**config.mk**
```make
export PLATFORM = sky130hd
export DESIGN_NAME = mime_charset_param_extractor_core
export DESIGN_NICKNAME = d
export VERILOG_FILES = /design/src/rtl/mcpe_pkg.sv /design/src/rtl/mcpe_parser.sv /design/src/rtl/mime_charset_param_extractor_core.sv
export SDC_FILE = /design/constraint.sdc
export NUM_CORES = 1
export LEC_CHECK = 0
export BUFFER_PORTS_ARGS = -buffer_cell sky130_fd_sc_hd__buf_4
export CAP_MARGIN = 20
export CORE_MARGIN = 4
export CORE_UTILIZATION = 45
export DETAILED_ROUTE_END_ITERATION = 7
export SYNTH_ARGS = -nofsm -noshare
export SYNTH_HDL_FRONTEND = slang
export SYNTH_SLANG_ARGS = --single-unit
```
**constraint.sdc**
```tcl
create_clock -name clk_i -period 16.3 [get_ports clk_i]
set_clock_uncertainty 0.2 [all_clocks]
set_input_delay 3.26 -clock clk_i [delete_from_list [all_inputs] [get_ports clk_i]]
set_output_delay 3.26 -clock clk_i [all_outputs]
set_load 0.02 [all_outputs]
```
**src/rtl/mcpe_pkg.sv**
```systemverilog
// Shared types and constants for the MIME charset parameter extractor.
package mcpe_pkg;

  localparam int unsigned MaxValueBytes = 32;

  typedef enum logic [1:0] {
    StCharByte = 2'd0,
    StEmpty    = 2'd1,
    StNone     = 2'd2,
    StTooLong  = 2'd3
  } status_e;

  typedef struct packed {
    logic [7:0] in_byte;
    logic       end_of_header;
  } in_item_t;

  typedef struct packed {
    status_e    status;
    logic [7:0] value_byte;
    logic       last_result;
  } out_item_t;

endpackage

```
**src/rtl/mcpe_parser.sv**
```systemverilog
// Byte-wise Content-Type parser that finds the charset value and writes it to the value store.
module mcpe_parser import mcpe_pkg::*; #(
  parameter int unsigned MAX_VALUE_BYTES = MaxValueBytes,
  localparam int unsigned AW = $clog2(MAX_VALUE_BYTES),
  localparam int unsigned LW = $clog2(MAX_VALUE_BYTES + 2)
) (
  input  logic          clk_i,
  input  logic          rst_ni,
  input  logic          step_i,
  input  in_item_t      item_i,
  output logic          wr_en_o,
  output logic [AW-1:0] wr_addr_o,
  output logic [7:0]    wr_data_o,
  output status_e       job_status_o,
  output logic [LW-1:0] job_len_o
);

  localparam logic [3:0] PhLead       = 4'd0;
  localparam logic [3:0] PhType       = 4'd1;
  localparam logic [3:0] PhSubtype    = 4'd2;
  localparam logic [3:0] PhParamWs    = 4'd3;
  localparam logic [3:0] PhName       = 4'd4;
  localparam logic [3:0] PhValueStart = 4'd5;
  localparam logic [3:0] PhQuoted     = 4'd6;
  localparam logic [3:0] PhAfterQuote = 4'd7;
  localparam logic [3:0] PhUnquoted   = 4'd8;
  localparam logic [3:0] PhDone       = 4'd9;
  localparam logic [3:0] PhFail       = 4'd10;

  localparam logic [7:0] ChTab       = 8'h09;
  localparam logic [7:0] ChLf        = 8'h0A;
  localparam logic [7:0] ChCr        = 8'h0D;
  localparam logic [7:0] ChSpace     = 8'h20;
  localparam logic [7:0] ChDel       = 8'h7F;
  localparam logic [7:0] ChQuote     = 8'h22;
  localparam logic [7:0] ChSlash     = 8'h2F;
  localparam logic [7:0] ChSemi      = 8'h3B;
  localparam logic [7:0] ChEq        = 8'h3D;
  localparam logic [7:0] ChBackslash = 8'h5C;

  localparam logic [2:0] KwLen = 3'd7;
  localparam logic [7:0][7:0] Keyword = {8'h00, "t", "e", "s", "r", "a", "h", "c"};

  localparam logic [LW-1:0] MaxLen = LW'(MAX_VALUE_BYTES);

  function automatic logic is_token(input logic [7:0] c);
    return c == 8'h21 || (c >= 8'h23 && c <= 8'h27) || c == 8'h2A || c == 8'h2B ||
           c == 8'h2D || c == 8'h2E || c == 8'h5E || c == 8'h5F || c == 8'h60 ||
           c == 8'h7C || c == 8'h7E || (c >= 8'h30 && c <= 8'h39) ||
           (c >= 8'h41 && c <= 8'h5A) || (c >= 8'h61 && c <= 8'h7A);
  endfunction

  logic [3:0]    phase_q, phase_d;
  logic          failed_q, failed_d;
  logic          nonempty_q, nonempty_d;
  logic          sub_ws_q, sub_ws_d;
  logic [2:0]    match_q, match_d;
  logic          mismatch_q, mismatch_d;
  logic          esc_q, esc_d;
  logic [LW-1:0] vlen_q, vlen_d;
  logic [LW-1:0] tlen_q, tlen_d;
  logic          bad_in_q, bad_in_d;
  logic          bad_pend_q, bad_pend_d;
  logic          tail_q, tail_d;
  logic          found_q, found_d;

  logic [7:0]    b;
  logic [7:0]    lc;
  logic          ws;
  logic          qtok;
  logic          tok;

  assign b    = item_i.in_byte;
  assign lc   = (b >= 8'h41 && b <= 8'h5A) ? b + 8'h20 : b;
  assign ws   = b == ChTab || b == ChLf || b == ChCr || b == ChSpace;
  assign qtok = b == ChTab || (b >= ChSpace && b != ChDel);
  assign tok  = is_token(b);

  always_comb begin
    logic          ap;
    logic          ap_ws;
    logic          ap_solid;
    logic          trim_after;
    logic          unq;
    logic [LW-1:0] end_len;

    phase_d      = phase_q;
    failed_d     = failed_q;
    nonempty_d   = nonempty_q;
    sub_ws_d     = sub_ws_q;
    match_d      = match_q;
    mismatch_d   = mismatch_q;
    esc_d        = esc_q;
    vlen_d       = vlen_q;
    tlen_d       = tlen_q;
    bad_in_d     = bad_in_q;
    bad_pend_d   = bad_pend_q;
    tail_d       = tail_q;
    found_d      = found_q;
    ap           = 1'b0;
    ap_ws        = 1'b0;
    ap_solid     = 1'b0;
    trim_after   = 1'b0;
    unq          = 1'b0;
    end_len      = '0;
    wr_en_o      = 1'b0;
    wr_addr_o    = vlen_q[AW-1:0];
    wr_data_o    = b;
    job_status_o = StNone;
    job_len_o    = '0;

    if (step_i) begin
      unique case (phase_q)
        PhLead, PhType: begin
          if (!(phase_q == PhLead && ws)) begin
            phase_d = PhType;
            if (b == ChSlash) begin
              if (!nonempty_q) begin
                phase_d = PhFail;
              end else begin
                phase_d    = PhSubtype;
                nonempty_d = 1'b0;
                sub_ws_d   = 1'b0;
              end
            end else if (tok) begin
              nonempty_d = 1'b1;
            end else begin
              phase_d = PhFail;
            end
          end
        end
        PhSubtype: begin
          if (b == ChSemi) begin
            phase_d = nonempty_q ? PhParamWs : PhFail;
          end else if (ws) begin
            if (!nonempty_q) phase_d = PhFail;
            else sub_ws_d = 1'b1;
          end else if (tok && !sub_ws_q) begin
            nonempty_d = 1'b1;
          end else begin
            phase_d = PhFail;
          end
        end
        PhParamWs: begin
          if (!(ws || b == ChSemi)) begin
            match_d    = '0;
            mismatch_d = 1'b0;
            if (b == ChEq) begin
              mismatch_d = 1'b1;
              phase_d    = PhValueStart;
            end else begin
              phase_d = PhName;
              if (lc == Keyword[0]) match_d = 3'd1;
              else mismatch_d = 1'b1;
            end
          end
        end
        PhName: begin
          if (b == ChSemi) begin
            phase_d = PhParamWs;
          end else if (b == ChEq) begin
            if (match_q != KwLen) mismatch_d = 1'b1;
            phase_d = PhValueStart;
          end else if (match_q < KwLen && lc == Keyword[match_q]) begin
            match_d = match_q + 3'd1;
          end else begin
            mismatch_d = 1'b1;
          end
        end
        PhValueStart: begin
          vlen_d     = '0;
          tlen_d     = '0;
          bad_in_d   = 1'b0;
          bad_pend_d = 1'b0;
          esc_d      = 1'b0;
          tail_d     = 1'b0;
          if (b == ChQuote) begin
            phase_d = PhQuoted;
          end else begin
            phase_d = PhUnquoted;
            unq     = 1'b1;
          end
        end
        PhQuoted: begin
          if (esc_q) begin
            esc_d = 1'b0;
            ap    = 1'b1;
            if (ws) begin
              ap_ws = 1'b1;
            end else begin
              ap_solid   = 1'b1;
              trim_after = 1'b1;
              tail_d     = 1'b0;
            end
          end else if (ws) begin
            ap    = 1'b1;
            ap_ws = 1'b1;
          end else if (b == ChBackslash) begin
            if (bad_pend_q) begin
              bad_in_d   = 1'b1;
              bad_pend_d = 1'b0;
            end
            esc_d  = 1'b1;
            tlen_d = vlen_q;
            tail_d = 1'b1;
          end else if (b == ChQuote) begin
            if (!mismatch_q && !bad_in_q && !bad_pend_q) begin
              found_d = 1'b1;
              phase_d = PhDone;
            end else begin
              phase_d = PhAfterQuote;
            end
          end else begin
            ap         = 1'b1;
            ap_solid   = 1'b1;
            trim_after = 1'b1;
            tail_d     = 1'b0;
          end
        end
        PhAfterQuote: begin
          if (b == ChSemi) phase_d = PhParamWs;
        end
        PhUnquoted: unq = 1'b1;
        PhDone: ;
        default: begin
          phase_d  = PhFail;
          failed_d = 1'b1;
        end
      endcase

      if (unq) begin
        if (b == ChSemi) begin
          if (tlen_d == '0) begin
            phase_d = PhParamWs;
          end else if (!mismatch_d && !bad_in_d) begin
            found_d = 1'b1;
            vlen_d  = tlen_d;
            phase_d = PhDone;
          end else begin
            phase_d = PhParamWs;
          end
        end else if (ws) begin
          ap    = 1'b1;
          ap_ws = 1'b1;
        end else begin
          ap         = 1'b1;
          ap_solid   = 1'b1;
          trim_after = 1'b1;
        end
      end

      if (ap_solid && bad_pend_d) begin
        bad_in_d   = 1'b1;
        bad_pend_d = 1'b0;
      end
      if (ap) begin
        if (vlen_d < MaxLen) begin
          wr_en_o   = 1'b1;
          wr_addr_o = vlen_d[AW-1:0];
        end
        if (vlen_d <= MaxLen) vlen_d = vlen_d + LW'(1);
      end
      if (ap_ws && !qtok) bad_pend_d = 1'b1;
      if (ap_solid && !qtok) bad_in_d = 1'b1;
      if (trim_after) tlen_d = vlen_d;
      if (phase_d == PhFail) failed_d = 1'b1;

      if (item_i.end_of_header) begin
        if (phase_d == PhQuoted) begin
          end_len = tlen_d;
          if (tail_d) begin
            if (end_len < MaxLen) begin
              wr_en_o   = 1'b1;
              wr_addr_o = end_len[AW-1:0];
              wr_data_o = ChBackslash;
            end
            if (end_len <= MaxLen) end_len = end_len + LW'(1);
          end
          if (!mismatch_d && !bad_in_d) begin
            found_d = 1'b1;
            vlen_d  = end_len;
          end
        end else if (phase_d == PhUnquoted && tlen_d != '0) begin
          if (!mismatch_d && !bad_in_d) begin
            found_d = 1'b1;
            vlen_d  = tlen_d;
          end
        end

        if (!found_d || failed_d) job_status_o = StNone;
        else if (vlen_d == '0) job_status_o = StEmpty;
        else if (vlen_d > MaxLen) job_status_o = StTooLong;
        else job_status_o = StCharByte;
        job_len_o = vlen_d;

        phase_d    = PhLead;
        failed_d   = 1'b0;
        nonempty_d = 1'b0;
        sub_ws_d   = 1'b0;
        match_d    = '0;
        mismatch_d = 1'b0;
        esc_d      = 1'b0;
        vlen_d     = '0;
        tlen_d     = '0;
        bad_in_d   = 1'b0;
        bad_pend_d = 1'b0;
        tail_d     = 1'b0;
        found_d    = 1'b0;
      end
    end
  end

  always_ff @(posedge clk_i or negedge rst_ni) begin
    if (!rst_ni) begin
      phase_q    <= PhLead;
      failed_q   <= 1'b0;
      nonempty_q <= 1'b0;
      sub_ws_q   <= 1'b0;
      match_q    <= '0;
      mismatch_q <= 1'b0;
      esc_q      <= 1'b0;
      vlen_q     <= '0;
      tlen_q     <= '0;
      bad_in_q   <= 1'b0;
      bad_pend_q <= 1'b0;
      tail_q     <= 1'b0;
      found_q    <= 1'b0;
    end else begin
      phase_q    <= phase_d;
      failed_q   <= failed_d;
      nonempty_q <= nonempty_d;
      sub_ws_q   <= sub_ws_d;
      match_q    <= match_d;
      mismatch_q <= mismatch_d;
      esc_q      <= esc_d;
      vlen_q     <= vlen_d;
      tlen_q     <= tlen_d;
      bad_in_q   <= bad_in_d;
      bad_pend_q <= bad_pend_d;
      tail_q     <= tail_d;
      found_q    <= found_d;
    end
  end

endmodule

```
**src/rtl/mime_charset_param_extractor_core.sv**
```systemverilog
// Top level of the MIME charset parameter extractor: parser, value store and result burst.
// The block takes one header byte per cycle while in_ready_o is high and parses it at once.
// On the byte that ends a header it answers with a burst: each charset value byte as its own
// item, or one status item, and the last item is flagged. Once the final byte is accepted,
// the burst is registered as active or pending; each item is read from the store into a
// read register, then into the output register. Bursts leave at one item per cycle while
// the output is not stalled, from a two-bank value store, so the next header is parsed
// while the previous burst drains; input stalls only when a second header ends before the
// burst ahead is read out. A value longer than MAX_VALUE_BYTES is reported as too long.
module mime_charset_param_extractor_core import mcpe_pkg::*; #(
  parameter int unsigned MAX_VALUE_BYTES = MaxValueBytes
) (
  input  logic      clk_i,
  input  logic      rst_ni,
  input  logic      in_valid_i,
  output logic      in_ready_o,
  input  in_item_t  in_data_i,
  output logic      out_valid_o,
  input  logic      out_ready_i,
  output out_item_t out_data_o
);

  localparam int unsigned AW = $clog2(MAX_VALUE_BYTES);
  localparam int unsigned LW = $clog2(MAX_VALUE_BYTES + 2);
  localparam int unsigned MemDepth = 2 ** (AW + 1);

  logic          in_acc;
  logic          job_new;
  logic          wr_en;
  logic [AW-1:0] wr_addr;
  logic [7:0]    wr_data;
  status_e       job_status;
  logic [LW-1:0] job_len;

  logic          wr_bank_q;
  logic          act_q;
  logic          act_bank_q;
  status_e       act_status_q;
  logic [LW-1:0] act_len_q;
  logic [AW-1:0] act_idx_q;
  logic          pend_v_q;
  logic          pend_bank_q;
  status_e       pend_status_q;
  logic [LW-1:0] pend_len_q;

  logic          s1_v_q;
  status_e       s1_status_q;
  logic          s1_last_q;
  logic [7:0]    rd_data_q;
  logic          out_v_q;
  out_item_t     out_q;

  logic [7:0]    mem_q [MemDepth];

  logic          s1_move;
  logic          rd_fire;
  logic          last_issue;
  logic          slot_free;

  assign in_ready_o = !pend_v_q;
  assign in_acc     = in_valid_i && in_ready_o;
  assign job_new    = in_acc && in_data_i.end_of_header;

  mcpe_parser #(
    .MAX_VALUE_BYTES(MAX_VALUE_BYTES)
  ) u_parser (
    .clk_i       (clk_i),
    .rst_ni      (rst_ni),
    .step_i      (in_acc),
    .item_i      (in_data_i),
    .wr_en_o     (wr_en),
    .wr_addr_o   (wr_addr),
    .wr_data_o   (wr_data),
    .job_status_o(job_status),
    .job_len_o   (job_len)
  );

  always_ff @(posedge clk_i) begin
    if (wr_en && in_acc) begin
      mem_q[{wr_bank_q, wr_addr}] <= wr_data;
    end
  end

  always_ff @(posedge clk_i) begin
    if (rd_fire) begin
      rd_data_q <= mem_q[{act_bank_q, act_idx_q}];
    end
  end

  assign s1_move    = s1_v_q && (!out_v_q || out_ready_i);
  assign rd_fire    = act_q && (!s1_v_q || s1_move);
  assign last_issue = (act_status_q != StCharByte) ||
                      (LW'(act_idx_q) + LW'(1) == act_len_q);
  assign slot_free  = !act_q || (rd_fire && last_issue);

  always_ff @(posedge clk_i or negedge rst_ni) begin
    if (!rst_ni) begin
      wr_bank_q <= 1'b0;
      act_q     <= 1'b0;
      pend_v_q  <= 1'b0;
      s1_v_q    <= 1'b0;
      out_v_q   <= 1'b0;
    end else begin
      if (job_new) wr_bank_q <= !wr_bank_q;
      if (slot_free) begin
        if (pend_v_q) begin
          act_q    <= 1'b1;
          pend_v_q <= 1'b0;
        end else begin
          act_q <= job_new;
        end
      end else if (job_new) begin
        pend_v_q <= 1'b1;
      end
      if (rd_fire) s1_v_q <= 1'b1;
      else if (s1_move) s1_v_q <= 1'b0;
      if (s1_move) out_v_q <= 1'b1;
      else if (out_ready_i) out_v_q <= 1'b0;
    end
  end

  always_ff @(posedge clk_i) begin
    if (slot_free) begin
      act_idx_q <= '0;
      if (pend_v_q) begin
        act_bank_q   <= pend_bank_q;
        act_status_q <= pend_status_q;
        act_len_q    <= pend_len_q;
      end else begin
        act_bank_q   <= wr_bank_q;
        act_status_q <= job_status;
        act_len_q    <= job_len;
      end
    end else if (rd_fire) begin
      act_idx_q <= act_idx_q + AW'(1);
    end
    if (!slot_free && job_new) begin
      pend_bank_q   <= wr_bank_q;
      pend_status_q <= job_status;
      pend_len_q    <= job_len;
    end
    if (rd_fire) begin
      s1_status_q <= act_status_q;
      s1_last_q   <= last_issue;
    end
    if (s1_move) begin
      out_q.status      <= s1_status_q;
      out_q.value_byte  <= (s1_status_q == StCharByte) ? rd_data_q : 8'h00;
      out_q.last_result <= s1_last_q;
    end
  end

  assign out_valid_o = out_v_q;
  assign out_data_o  = out_q;

  a_pend_needs_active : assert property (@(posedge clk_i) disable iff (!rst_ni)
    pend_v_q |-> act_q)
    else $error("pending burst without an active burst");

  a_pend_other_bank : assert property (@(posedge clk_i) disable iff (!rst_ni)
    (pend_v_q && act_q) |-> (pend_bank_q != act_bank_q))
    else $error("pending and active bursts share a store bank");

  a_no_write_under_read : assert property (@(posedge clk_i) disable iff (!rst_ni)
    (wr_en && in_acc && act_q) |-> (wr_bank_q != act_bank_q))
    else $error("parser writes the bank that is being read out");

  a_status_item_last : assert property (@(posedge clk_i) disable iff (!rst_ni)
    (out_v_q && out_q.status != StCharByte) |-> (out_q.last_result && out_q.value_byte == 8'h00))
    else $error("status item is not a single last item with zero data");

  a_s1_held : assert property (@(posedge clk_i) disable iff (!rst_ni)
    (s1_v_q && out_v_q && !out_ready_i) |=> s1_v_q)
    else $error("staged result lost while output stalled");

endmodule
```
==> results.md, run 1 <==
- Synth top cells by count: edfxtp_1, mux4_2, nor2_1
- Drt drc: 5
- Post-synthesis sequential area ratio: 68.27%
- Top FF cell, synth: edfxtp_1
- Maxcap violations: 0
- Status: finished, violations left
- Initial core utilization: 45.46%
- Largest cells by area after synthesis: edfxtp_1, mux4_2, dfrtp_1
- DRT antenna net count: 0
- Post-synth top area cell: edfxtp_1
- Total Wirelength: 61.67 mm
- Pwr/cell area: 117.1 nW/µm²
- Core Region: 56390 µm²
- 1st-iter DRT viols: 1879
- I/O pin total: 26
- Htree depth: 2
- Max VDD drop: 84.18 µV
- Mean Syn Cell Area: 17.11 µm²
- Std cell rows: 87
- Routed length on met1: 26.22 mm
- Final Hold Viols: 0
- Clk slew on worst S/H paths: 0.06 ns
- Reg2reg end: mem_q[0][4]$_DFFE_PP_
- Slew Viols, Final: 0
- Routed via count: 14237
- Ys async rst share: 5.593%
- Met2 WL: 30.24 mm
- CTS buffer count: 59
- Min-Delay Path Class: reg -> reg
- Violated checks: design-rule violations
- FF-to-FF Start: u_parser.phase_q[2]$_DFFE_PN0P_
- Hold Path End: out_data_o[0]$_DFFE_PP_
- Vias in the first global route: 14272
- Slowest Stage Delay on Critical Path: 0.79 ns
- Slowest cell on crit path: or4_1
- Routed WL per cell: 26.58 µm
- Via density: 6.137
- Layout cells sized above 1: 22.44%
- Largest net degree at the start of global routing: 77
- Share of the synthesized area in the top cell type: 64.66%
- Total Power: 0.003338 W
- Synthesis-to-layout area growth: 11.19%
- Netlist cell types: 100
- Final setup violation count: 0
- Port bufs: 25
- Reg area: 17510 µm²
- Total Negative Setup Slacks: 0 ns
- Worst slew margin: 29.13%
- Worst-path maximum fanout: 76
- Mapped Nets: 1523
- Worst setup EP type: flip-flop
- Hold Path Origin: s1_last_q$_DFFE_PP_
- Leak: 8.880 nW
- Post_cts resized: 0
- Chip Height: 246.7 µm
- CTS tree: built
- Setup bufs post-CTS: 0
- Hold-fix buffers at CTS: 0
- Tightest Pin Transition: 1.063 ns
- Root Buffer Master: clkbuf_16
- Peak Freq: 106.9 MHz
- Hpwl dp: 39.36 mm
- Grt ovf: 0
- Routability cong.: 0.9269
- R2R setup slack: 9.39 ns
- Synth Cell Area: 25630 µm²
- Met3 routed WL: 3.913 mm
- CP cell instances: buf_4, nand4b_1, or4_1, a32o_1, o2111ai_1, nor2_2, o21ai_1, inv_1, ha_1, nand2_1, nor2_1, o21a_1, o21a_1, or4_4, and3_4, o22a_1, o22ai_2, nand3_1, nor2_1
- Worst-skew pair later-pin latency: 0.63 ns
- Fin nets: 1540
- Synthesized instance count: 1498
- Tcrit/Tclk final: 57.39%
- Clk buf depth: 3
- Diodes inserted: 0
- First-pass GRT wire length: 94.69 mm
- Most common cell in the netlist: edfxtp_1
- Top Metal Used: met4
- EDFF count, synth: 552
- Antenna violations before repair: 0
- Hold Slack: 0.2293 ns
- Worst EP arrival: 9.39 ns
- Final Util: 50.55%
- RSZ-0062 raised after global routing: no
- Global Route Usage Sum: 20.73%
- DIE WIDTH: 246.7 µm
- Multi-input logic area: 7762 µm²
- Final Critical Period: 9.355 ns
- Synthesis Warnings: 0
- Startpoint Class: primary input
- Seq cells post-synth: 590
- Reg2Reg Depth: 18
- Filler cells: 4604
- Die ar.: 60850 µm²
- CP Class: in -> reg
- Clock Sinks: 590
- Worst hold path depth: 0
- Data required, critical path: 16.34 ns
- DR pass1 iterations: 8
through the flow:
stage / cells / cell area (µm²) / setup slack (ns)
6_report: 2320 / 28500 / 6.945
2_1_floorplan: 1498 / 25630 / 7.624
4_1_cts: 2320 / 28500 / 6.998
5_1_grt: 2320 / 28500 / 6.515
3_5_place_dp: 2210 / 26560 / 6.374
3_3_place_gp: 2210 / 26560 / 6.495
state kept, by name (all words and copies together) (netlist names), 2 cells and up:
register          count
rd_data_q             8
u_parser.vlen_q       6
out_data_o           11
u_parser.phase_q      4
mem_q               512
pend_status_q         2
u_parser.match_q      3
pend_len_q            6
act_status_q          2
act_len_q             6
s1_status_q           2
u_parser.tlen_q       6
act_idx_q             5
layer usage:
| layer | GRT usage (%) | up-vias |
|---|---|---|
| met3 | 2.884 | 101 |
| met5 | 0 | - |
| met4 | 4.772 | 0 |
| li1 | - | 6139 |
| met1 | 29.93 | 7439 |
| met2 | 33.97 | 558 |
cells in the final DEF (no fill, tap or decap), types with 9 or more instances in the layout:
cell type,netlist,final
edfxtp_1,552,552
mux4_2,168,168
nor2_1,132,132
nand2_1,70,68
clkbuf_16,0,60
o21ai_0,41,41
buf_4,2,36
a21oi_1,34,34
dfrtp_1,33,33
nand2b_1,28,26
nand3_1,23,23
nor3_1,21,21
inv_1,19,19
and2_1,21,18
o22ai_1,16,16
clkinv_2,0,15
a31oi_1,14,14
or3_1,13,13
mux2i_1,13,13
ha_1,12,12
clkbuf_1,54,9
how the worst max path moves through the flow:
stage                            start                      to  slack, ns
after CTS                 in_data_i[8]   mem_q[0][0]$_DFFE_PP_       7.00
after floorplan           in_data_i[6]  mem_q[42][0]$_DFFE_PP_       7.62
after detailed placement  in_data_i[8]   mem_q[0][6]$_DFFE_PP_       6.37
after global routing      in_data_i[8]   mem_q[1][0]$_DFFE_PP_       6.51
final                     in_data_i[8]   mem_q[0][4]$_DFFE_PP_       6.94
after global placement    in_data_i[8]   mem_q[0][1]$_DFFE_PP_       6.50
power by group:
part           total (W)  switching (W)  internal, W  leakage (nW)
registers        0.00172      0.0000290      0.00169          5.48
clock network    0.00134       0.000577     0.000764         0.947
logic           0.000280       0.000187    0.0000929          2.45
total            0.00334       0.000793      0.00254          8.88
final cells by class:
cell class | instances | share of cell area, %
clock buffers | 74 | 5.628
multi-input cells | 809 | 27.23
inverters | 19 | 0.2502
well taps | 756 | 3.319
clock inverters | 36 | 1.181
repair buffers | 36 | 0.9482
flip-flops and latches | 590 | 61.44
critical path, delay by kind of cell:
kind,cells,cell delay (ns)
AO/OA/AOI/OAI,7,1.92
AND/OR/NAND/NOR,9,3.48
buffers and inverters,2,0.48
adder cells (fa/ha/maj),1,0.22
logic make-up (layout without fill, tap and decap cells):
family	Yosys count	count (layout)	synth area share, %
AND/OR/NAND/NOR	383	383	7.697
adder cells (fa/ha/maj)	12	12	0.5857
multiplexers	188	188	15.62
AO/OA/AOI/OAI	213	213	5.833
XOR/XNOR	13	13	0.4442
flip-flops	590	590	68.27
buffers and inverters	99	165	1.547
Power figures use the tool's default switching activity.
==> run 2, diff against run 1 <==
clock period = 8.5 ns   (was 16.3 ns; I/O delays follow)
==> run 2 against run 1 <==
Compared with the run above: critical path depth is 2 higher; clock power grew 99%; largest power group unchanged; sequential power is 91% higher; die area unchanged; final cell count up 2.7%; critical path type unchanged; worst hold slack better by 0.0018 ns; highest routed layer is now met5; the flow now finishes without violations; count of clock-buffer cells in the layout unchanged.
==> results.md, run 2 (synthesized netlist as in run 1, its figures left out) <==
- Buffers & Inverters on Critical Path: 3 (was 2)
- Root Buffer Master: clkbuf_16 (unchanged)
- Clk buf depth: 3 (unchanged)
- Die ar.: 60850 µm² (unchanged)
- Critical path depth in cells: 21 (was 19)
- Chip Height: 246.7 µm (unchanged)
- 1st-iter DRT viols: 1599 (was 1879)
- Global Route Usage Sum: 20.67% (was 20.73%)
- Logic gate share of total power: 8.3% (was 8.4%)
- First-pass GRT wire length: 93.83 mm (was 94.69 mm)
- Worst-path maximum fanout: 25 (was 76)
- Final worst slack: 1.161 ns (was 6.945 ns)
- Routability cong.: 0.9174 (was 0.9269)
- Clock Sinks: 590 (unchanged)
- Switching Fraction: 23.12% (was 23.77%)
- Reg2Reg Depth: 19 (was 18)
- Post_cts resized: 0 (unchanged)
- Slew Viols, Final: 0 (unchanged)
- Synthesis-to-layout area growth: 13.15% (was 11.19%)
- Total Negative Setup Slacks: 0 ns (unchanged)
- Pwr/cell area: 223.8 nW/µm² (was 117.1 nW/µm²)
- Clock Power Share: 41.0% (was 40.2%)
- Biggest register: mem_q (unchanged)
- Maxcap violations: 0 (unchanged)
- Hpwl dp: 40.08 mm (was 39.36 mm)
- DIE WIDTH: 246.7 µm (unchanged)
- I/O pin total: 26 (unchanged)
- Worst slew margin: 34.89% (was 29.13%)
- Final Critical Period: 7.339 ns
- CTS buffer count: 60 (was 59)
- Final setup violation count: 0 (unchanged)
- Setup bufs post-CTS: 0 (unchanged)
- DRT antenna net count: 0 (unchanged)
- Grt ovf: 0 (unchanged)
- Slowest Stage Delay on Critical Path: 0.69 ns (was 0.79 ns)
- CP Class: in -> reg (unchanged)
- R2R setup slack: 1.81 ns (was 9.39 ns)
- Worst EP arrival: 7.38 ns (was 9.39 ns)
- DR pass1 iterations: 5 (was 8)
- Routed via count: 14382 (was 14237)
- Std cell rows: 87 (unchanged)
- Worst-skew pair later-pin latency: 0.62 ns (was 0.63 ns)
- CP cell instances: buf_4, inv_1, ha_1, or3_1, nor4_1, a21oi_1, mux2_2, nor2_2, mux2_2, inv_1, ha_1, o2111ai_1, o22ai_1, o21ai_0, o31ai_1, a31oi_1, o22a_1, o22ai_2, nor2b_1, nand2_1, nor2_1 (was buf_4, nand4b_1, or4_1, a32o_1, o2111ai_1, nor2_2, o21ai_1, inv_1, ha_1, nand2_1, nor2_1, o21a_1, o21a_1, or4_4, and3_4, o22a_1, o22ai_2, nand3_1, nor2_1)
- Flop pwr share: 50.7% (was 51.4%)
- Initial core utilization: 45.46% (unchanged)
- Slowest cell on crit path: nor2_1 (was or4_1)
- Net Switching: 0.001501 W (was 0.0007933 W)
- Total Wirelength: 61.80 mm (was 61.67 mm)
- Commonest cells after routing, fill and taps aside: edfxtp_1, mux4_2, nor2_1 (unchanged)
- Peak Freq: 136.3 MHz
- Status: finished, final reports clean (was finished, violations left)
- Vias in the first global route: 14469 (was 14272)
- Antenna violations before repair: 3 (was 0)
- Worst setup EP type: flip-flop (unchanged)
- Data required, critical path: 8.54 ns (was 16.34 ns)
- Startpoint Class: primary input (unchanged)
- Final Hold Viols: 0 (unchanged)
- Fin nets: 1602 (was 1540)
- Tcrit/Tclk final: 86.34%
- Diodes inserted: 0 (unchanged)
- Hold-fix buffers at CTS: 0 (unchanged)
- Tightest Pin Transition: 0.9766 ns (was 1.063 ns)
- Port bufs: 25 (unchanged)
- Drt drc: 0 (was 5)
- CTS tree: built (unchanged)
- RSZ-0062 raised after global routing: no (unchanged)
- P_int: 0.004991 W (was 0.002544 W)
- Routed WL per cell: 25.95 µm (was 26.58 µm)
- Hold Slack: 0.2311 ns (was 0.2293 ns)
- Clk slew on worst S/H paths: 0.06 ns (about the same)
- Largest net degree at the start of global routing: 70 (was 77)
- Worst hold path depth: 0 (unchanged)
- Commonest non-fill, non-tap cell in the layout: edfxtp_1 (unchanged)
- Htree depth: 2 (unchanged)
- Critical path's top delay family: simple AND/OR/NAND/NOR gates (unchanged)
- Max reg flops: 512 (unchanged)
- Total Power: 0.006491 W (was 0.003338 W)
- Leak: 9.229 nW (was 8.880 nW)
- Layout cells sized above 1: 24.85% (was 22.44%)
- Via density: 6.038 (was 6.137)
- Max VDD drop: 153.1 µV (was 84.18 µV)
- Core Region: 56390 µm² (unchanged)
- Min-Delay Path Class: reg -> reg (unchanged)
- Pre-CTS WS: 0.6277 ns (was 6.374 ns)
[run 2: final timing paths]
kind | to | start
min in group asynchronous | s1_v_q$_DFFE_PN0P_ | rst_ni
setup / recovery | mem_q[57][7]$_DFFE_PP_ | in_data_i[6]
hold / removal | out_data_o[0]$_DFFE_PP_ | s1_last_q$_DFFE_PP_
max in group asynchronous | u_parser.failed_q$_DFFE_PN0P_ | rst_ni
setup reg to reg | mem_q[42][4]$_DFFE_PP_ | u_parser.phase_q[2]$_DFFE_PN0P_
hold reg to reg | out_data_o[0]$_DFFE_PP_ | s1_last_q$_DFFE_PP_
[run 2: per-layer routing]
metal  part of all wire (%)  GRT usage [%]  up-vias
li1                       -              -     6260
met1                     42          29.65     7462
met2                     49          34.06      565
met3                    6.4          2.884       93
met4                    1.9          4.806        2
met5                  0.021              0        -
[run 2: area by class of cell]
cell class                      instances  area (µm²)
Fill cell                            4690       27380
Sequential cell                       590       17510
Multi-Input combinational cell        809        7750
Clock buffer                           74        1595
Tap cell                              756       945.9
Timing Repair Buffer                   97       740.7
Clock inverter                         37       391.6
Inverter                               19       71.32
[run 2: power groups by stage]
| stage | Sequential, W | Clock [W] | Combinational, W |
|---|---|---|---|
| 2_1_floorplan | 0.00332 | 0 | 0.000376 |
| 3_3_place_gp | 0.00335 | 0 | 0.000532 |
| 3_5_place_dp | 0.00335 | 0 | 0.000534 |
| 4_1_cts | 0.00329 | 0.00271 | 0.000535 |
| 5_1_grt | 0.00329 | 0.00284 | 0.000584 |
| 6_report | 0.00329 | 0.00266 | 0.000540 |
[run 2: stage by stage]
stage | instance area (µm²) | cells | util [%]
finish | 29010 | 2382 | 51.44
global route | 29010 | 2382 | 51.44
CTS | 28990 | 2381 | 51.41
detailed placement | 27000 | 2270 | 47.88
global placement | 27000 | 2270 | 47.88
floorplan | 25630 | 1498 | -
==> run 3, diff against run 2 <==
BUFFER_PORTS_ARGS = unset   (was -buffer_cell sky130_fd_sc_hd__buf_4)
DONT_BUFFER_PORTS = 1   (was unset)
==> run 3 against run 2 <==
Compared with the run above: global-route usage grew 0.26 points; final area decreased by 1.9%; sequential power is essentially flat; largest power group unchanged.
==> results.md, run 3 (synthesized netlist as in run 1, its figures left out) <==
- Final Hold Viols: 0 (unchanged)
- Dpl cell area: 26500 µm² (was 27000 µm²)
- Clk buf depth: 3 (unchanged)
- Port bufs: 0 (was 25)
- Worst-skew pair later-pin latency: 0.62 ns (about the same)
- Total Negative Setup Slacks: 0 ns (unchanged)
- Final Critical Period: 7.184 ns (was 7.339 ns)
- Pwr/cell area: 225.2 nW/µm² (was 223.8 nW/µm²)
- Filler cells: 4674 (was 4690)
- Flop pwr share: 51.5% (was 50.7%)
- Hpwl dp: 40.00 mm (was 40.08 mm)
- Worst-path maximum fanout: 22 (was 25)
- Vias in the first global route: 14285 (was 14469)
- Reg2Reg Depth: 19 (unchanged)
- Logic gate share of total power: 7.9% (was 8.3%)
- Final worst slack: 1.316 ns (was 1.161 ns)
- Commonest cells after routing, fill and taps aside: edfxtp_1, mux4_2, nor2_1 (unchanged)
- Commonest non-fill, non-tap cell in the layout: edfxtp_1 (unchanged)
- Peak Freq: 139.2 MHz (was 136.3 MHz)
- Chip Height: 246.7 µm (unchanged)
- Synthesis-to-layout area growth: 11.01% (was 13.15%)
- Clock Sinks: 590 (unchanged)
- DRT antenna net count: 0 (unchanged)
- P_int: 0.004906 W (was 0.004991 W)
- Fin cells: 2311 (was 2382)
- Switching Fraction: 23.42% (was 23.12%)
- Clock Power Share: 40.6% (was 41.0%)
- Worst EP arrival: 7.23 ns (was 7.38 ns)
- CP Class: in -> reg (unchanged)
- Max reg flops: 512 (unchanged)
- Routed WL per cell: 27.06 µm (was 25.95 µm)
- RSZ-0062 raised after global routing: no (unchanged)
- Tcrit/Tclk final: 84.52% (was 86.34%)
- CTS tree: built (unchanged)
- Largest net degree at the start of global routing: 94 (was 70)
- Buffers & Inverters on Critical Path: 1 (was 3)
- Global Route Usage Sum: 20.93% (was 20.67%)
- DP Cell Count: 2200 (was 2270)
- Final setup violation count: 0 (unchanged)
- Setup bufs post-CTS: 0 (unchanged)
- Pre-CTS WS: 0.7016 ns (was 0.6277 ns)
- Critical path depth in cells: 19 (was 21)
- Via density: 6.147 (was 6.038)
- Biggest register: mem_q (unchanged)
- I/O pin total: 26 (unchanged)
- Slew Viols, Final: 0 (unchanged)
- Worst slew margin: 25.46% (was 34.89%)
- Initial core utilization: 45.46% (unchanged)
- Fin nets: 1531 (was 1602)
- Min-Delay Path Class: reg -> reg (unchanged)
- Worst setup EP type: flip-flop (unchanged)
- CP cell instances: or3_4, or4_1, a32o_1, o2111ai_1, nor2_2, o21ai_1, inv_1, ha_1, nand2_1, nor2_1, o21a_1, o21a_1, or4_4, and3_4, o22a_1, o22ai_2, and2b_1, nand2_1, nor2_1 (was buf_4, inv_1, ha_1, or3_1, nor4_1, a21oi_1, mux2_2, nor2_2, mux2_2, inv_1, ha_1, o2111ai_1, o22ai_1, o21ai_0, o31ai_1, a31oi_1, o22a_1, o22ai_2, nor2b_1, nand2_1, nor2_1)
- DR pass1 iterations: 6 (was 5)
- Std cell rows: 87 (unchanged)
- Critical path's top delay family: simple AND/OR/NAND/NOR gates (unchanged)
- Layout cells sized above 1: 21.48% (was 24.85%)
- Clk slew on worst S/H paths: 0.06 ns (about the same)
- Worst hold path depth: 0 (unchanged)
- Routed via count: 14206 (was 14382)
- Grt ovf: 0 (unchanged)
- R2R setup slack: 1.81 ns (about the same)
- Startpoint Class: primary input (unchanged)
- Tightest Pin Transition: 1.118 ns (was 0.9766 ns)
- Leak: 8.838 nW (was 9.229 nW)
- CTS buffer count: 60 (unchanged)
- DIE WIDTH: 246.7 µm (unchanged)
- Maxcap violations: 0 (unchanged)
- Slowest Stage Delay on Critical Path: 0.69 ns (about the same)
- Root Buffer Master: clkbuf_16 (unchanged)
- Core Region: 56390 µm² (unchanged)
- Data required, critical path: 8.54 ns (about the same)
- 1st-iter DRT viols: 1607 (was 1599)
- Slowest cell on crit path: nor2_1 (unchanged)
- Status: finished, final reports clean (unchanged)
- Diodes inserted: 0 (unchanged)
- First-pass GRT wire length: 95.38 mm (was 93.83 mm)
- Net Switching: 0.001501 W (about the same)
- Antenna violations before repair: 0 (was 3)
- Final Cell Area: 28460 µm² (was 29010 µm²)
- Htree depth: 2 (unchanged)
- Post_cts resized: 0 (unchanged)
- Die ar.: 60850 µm² (unchanged)
- Total Wirelength: 62.54 mm (was 61.80 mm)
- Drt drc: 0 (unchanged)
- Routability cong.: 0.8955 (was 0.9174)
- Max VDD drop: 160.1 µV (was 153.1 µV)
- Hold-fix buffers at CTS: 0 (unchanged)
## run 3: cell count changes in the layout (fill, tap and decap cells not counted), moves of 2 or more
cell        delta
clkbuf_1       -3
buf_4         -71
clkbuf_8       -2
clkinv_1       +2
and2_4         +2
clkinvlp_4     +5
bufinv_16      -2
and2_2         -2
## run 3: routing by layer
metal	track usage [%]	wire [µm]	vias up	part of all wire [%]
met3	3.069	3952	82	6.3
met5	0	0	-	0
met1	31.13	27090	7468	43
met4	4.539	1105	0	1.8
li1	-	-	6117	-
met2	33.34	30400	539	49
## run 3: layout make-up
cell class                 instances  area (µm²)  area share, %
sequential                       590       17510          61.54
multi-input combinational        809        7762          27.28
clock buffer                      69        1556          5.470
tap                              756       945.9          3.324
clock inverter                    42       400.4          1.407
timing repair buffer              26       207.7         0.7299
inverter                          19       71.32         0.2506
## run 3: metrics by stage
step | hold slack [ns] | utilization (%) | total power [W]
final | 0.2358 | 50.47 | 0.006407
after global routing | 0.2403 | 50.47 | 0.006637
after CTS | 0.2374 | 50.47 | 0.006454
after detailed placement | 0.2091 | 47.00 | 0.003859
after global placement | 0.2176 | 47.00 | 0.003857
after floorplan | 0.2003 | - | 0.003698
## run 3: power groups by stage
stage | Clock (W) | Sequential [W] | Combinational (W)
2_1_floorplan | 0 | 0.00332 | 0.000376
3_3_place_gp | 0 | 0.00336 | 0.000498
3_5_place_dp | 0 | 0.00336 | 0.000499
4_1_cts | 0.00265 | 0.00330 | 0.000502
5_1_grt | 0.00279 | 0.00331 | 0.000545
6_report | 0.00260 | 0.00330 | 0.000503
## run 3: worst paths after layout
| check | start | endpoint |
|---|---|---|
| hold reg to reg | s1_last_q$_DFFE_PP_ | out_data_o[0]$_DFFE_PP_ |
| setup reg to reg | u_parser.phase_q[2]$_DFFE_PN0P_ | mem_q[2][3]$_DFFE_PP_ |
| min in group asynchronous | rst_ni | pend_v_q$_DFFE_PN0P_ |
| hold / removal | s1_last_q$_DFFE_PP_ | out_data_o[0]$_DFFE_PP_ |
| setup / recovery | in_data_i[2] | mem_q[2][3]$_DFFE_PP_ |
| max in group asynchronous | rst_ni | u_parser.match_q[1]$_DFFE_PN0P_ |
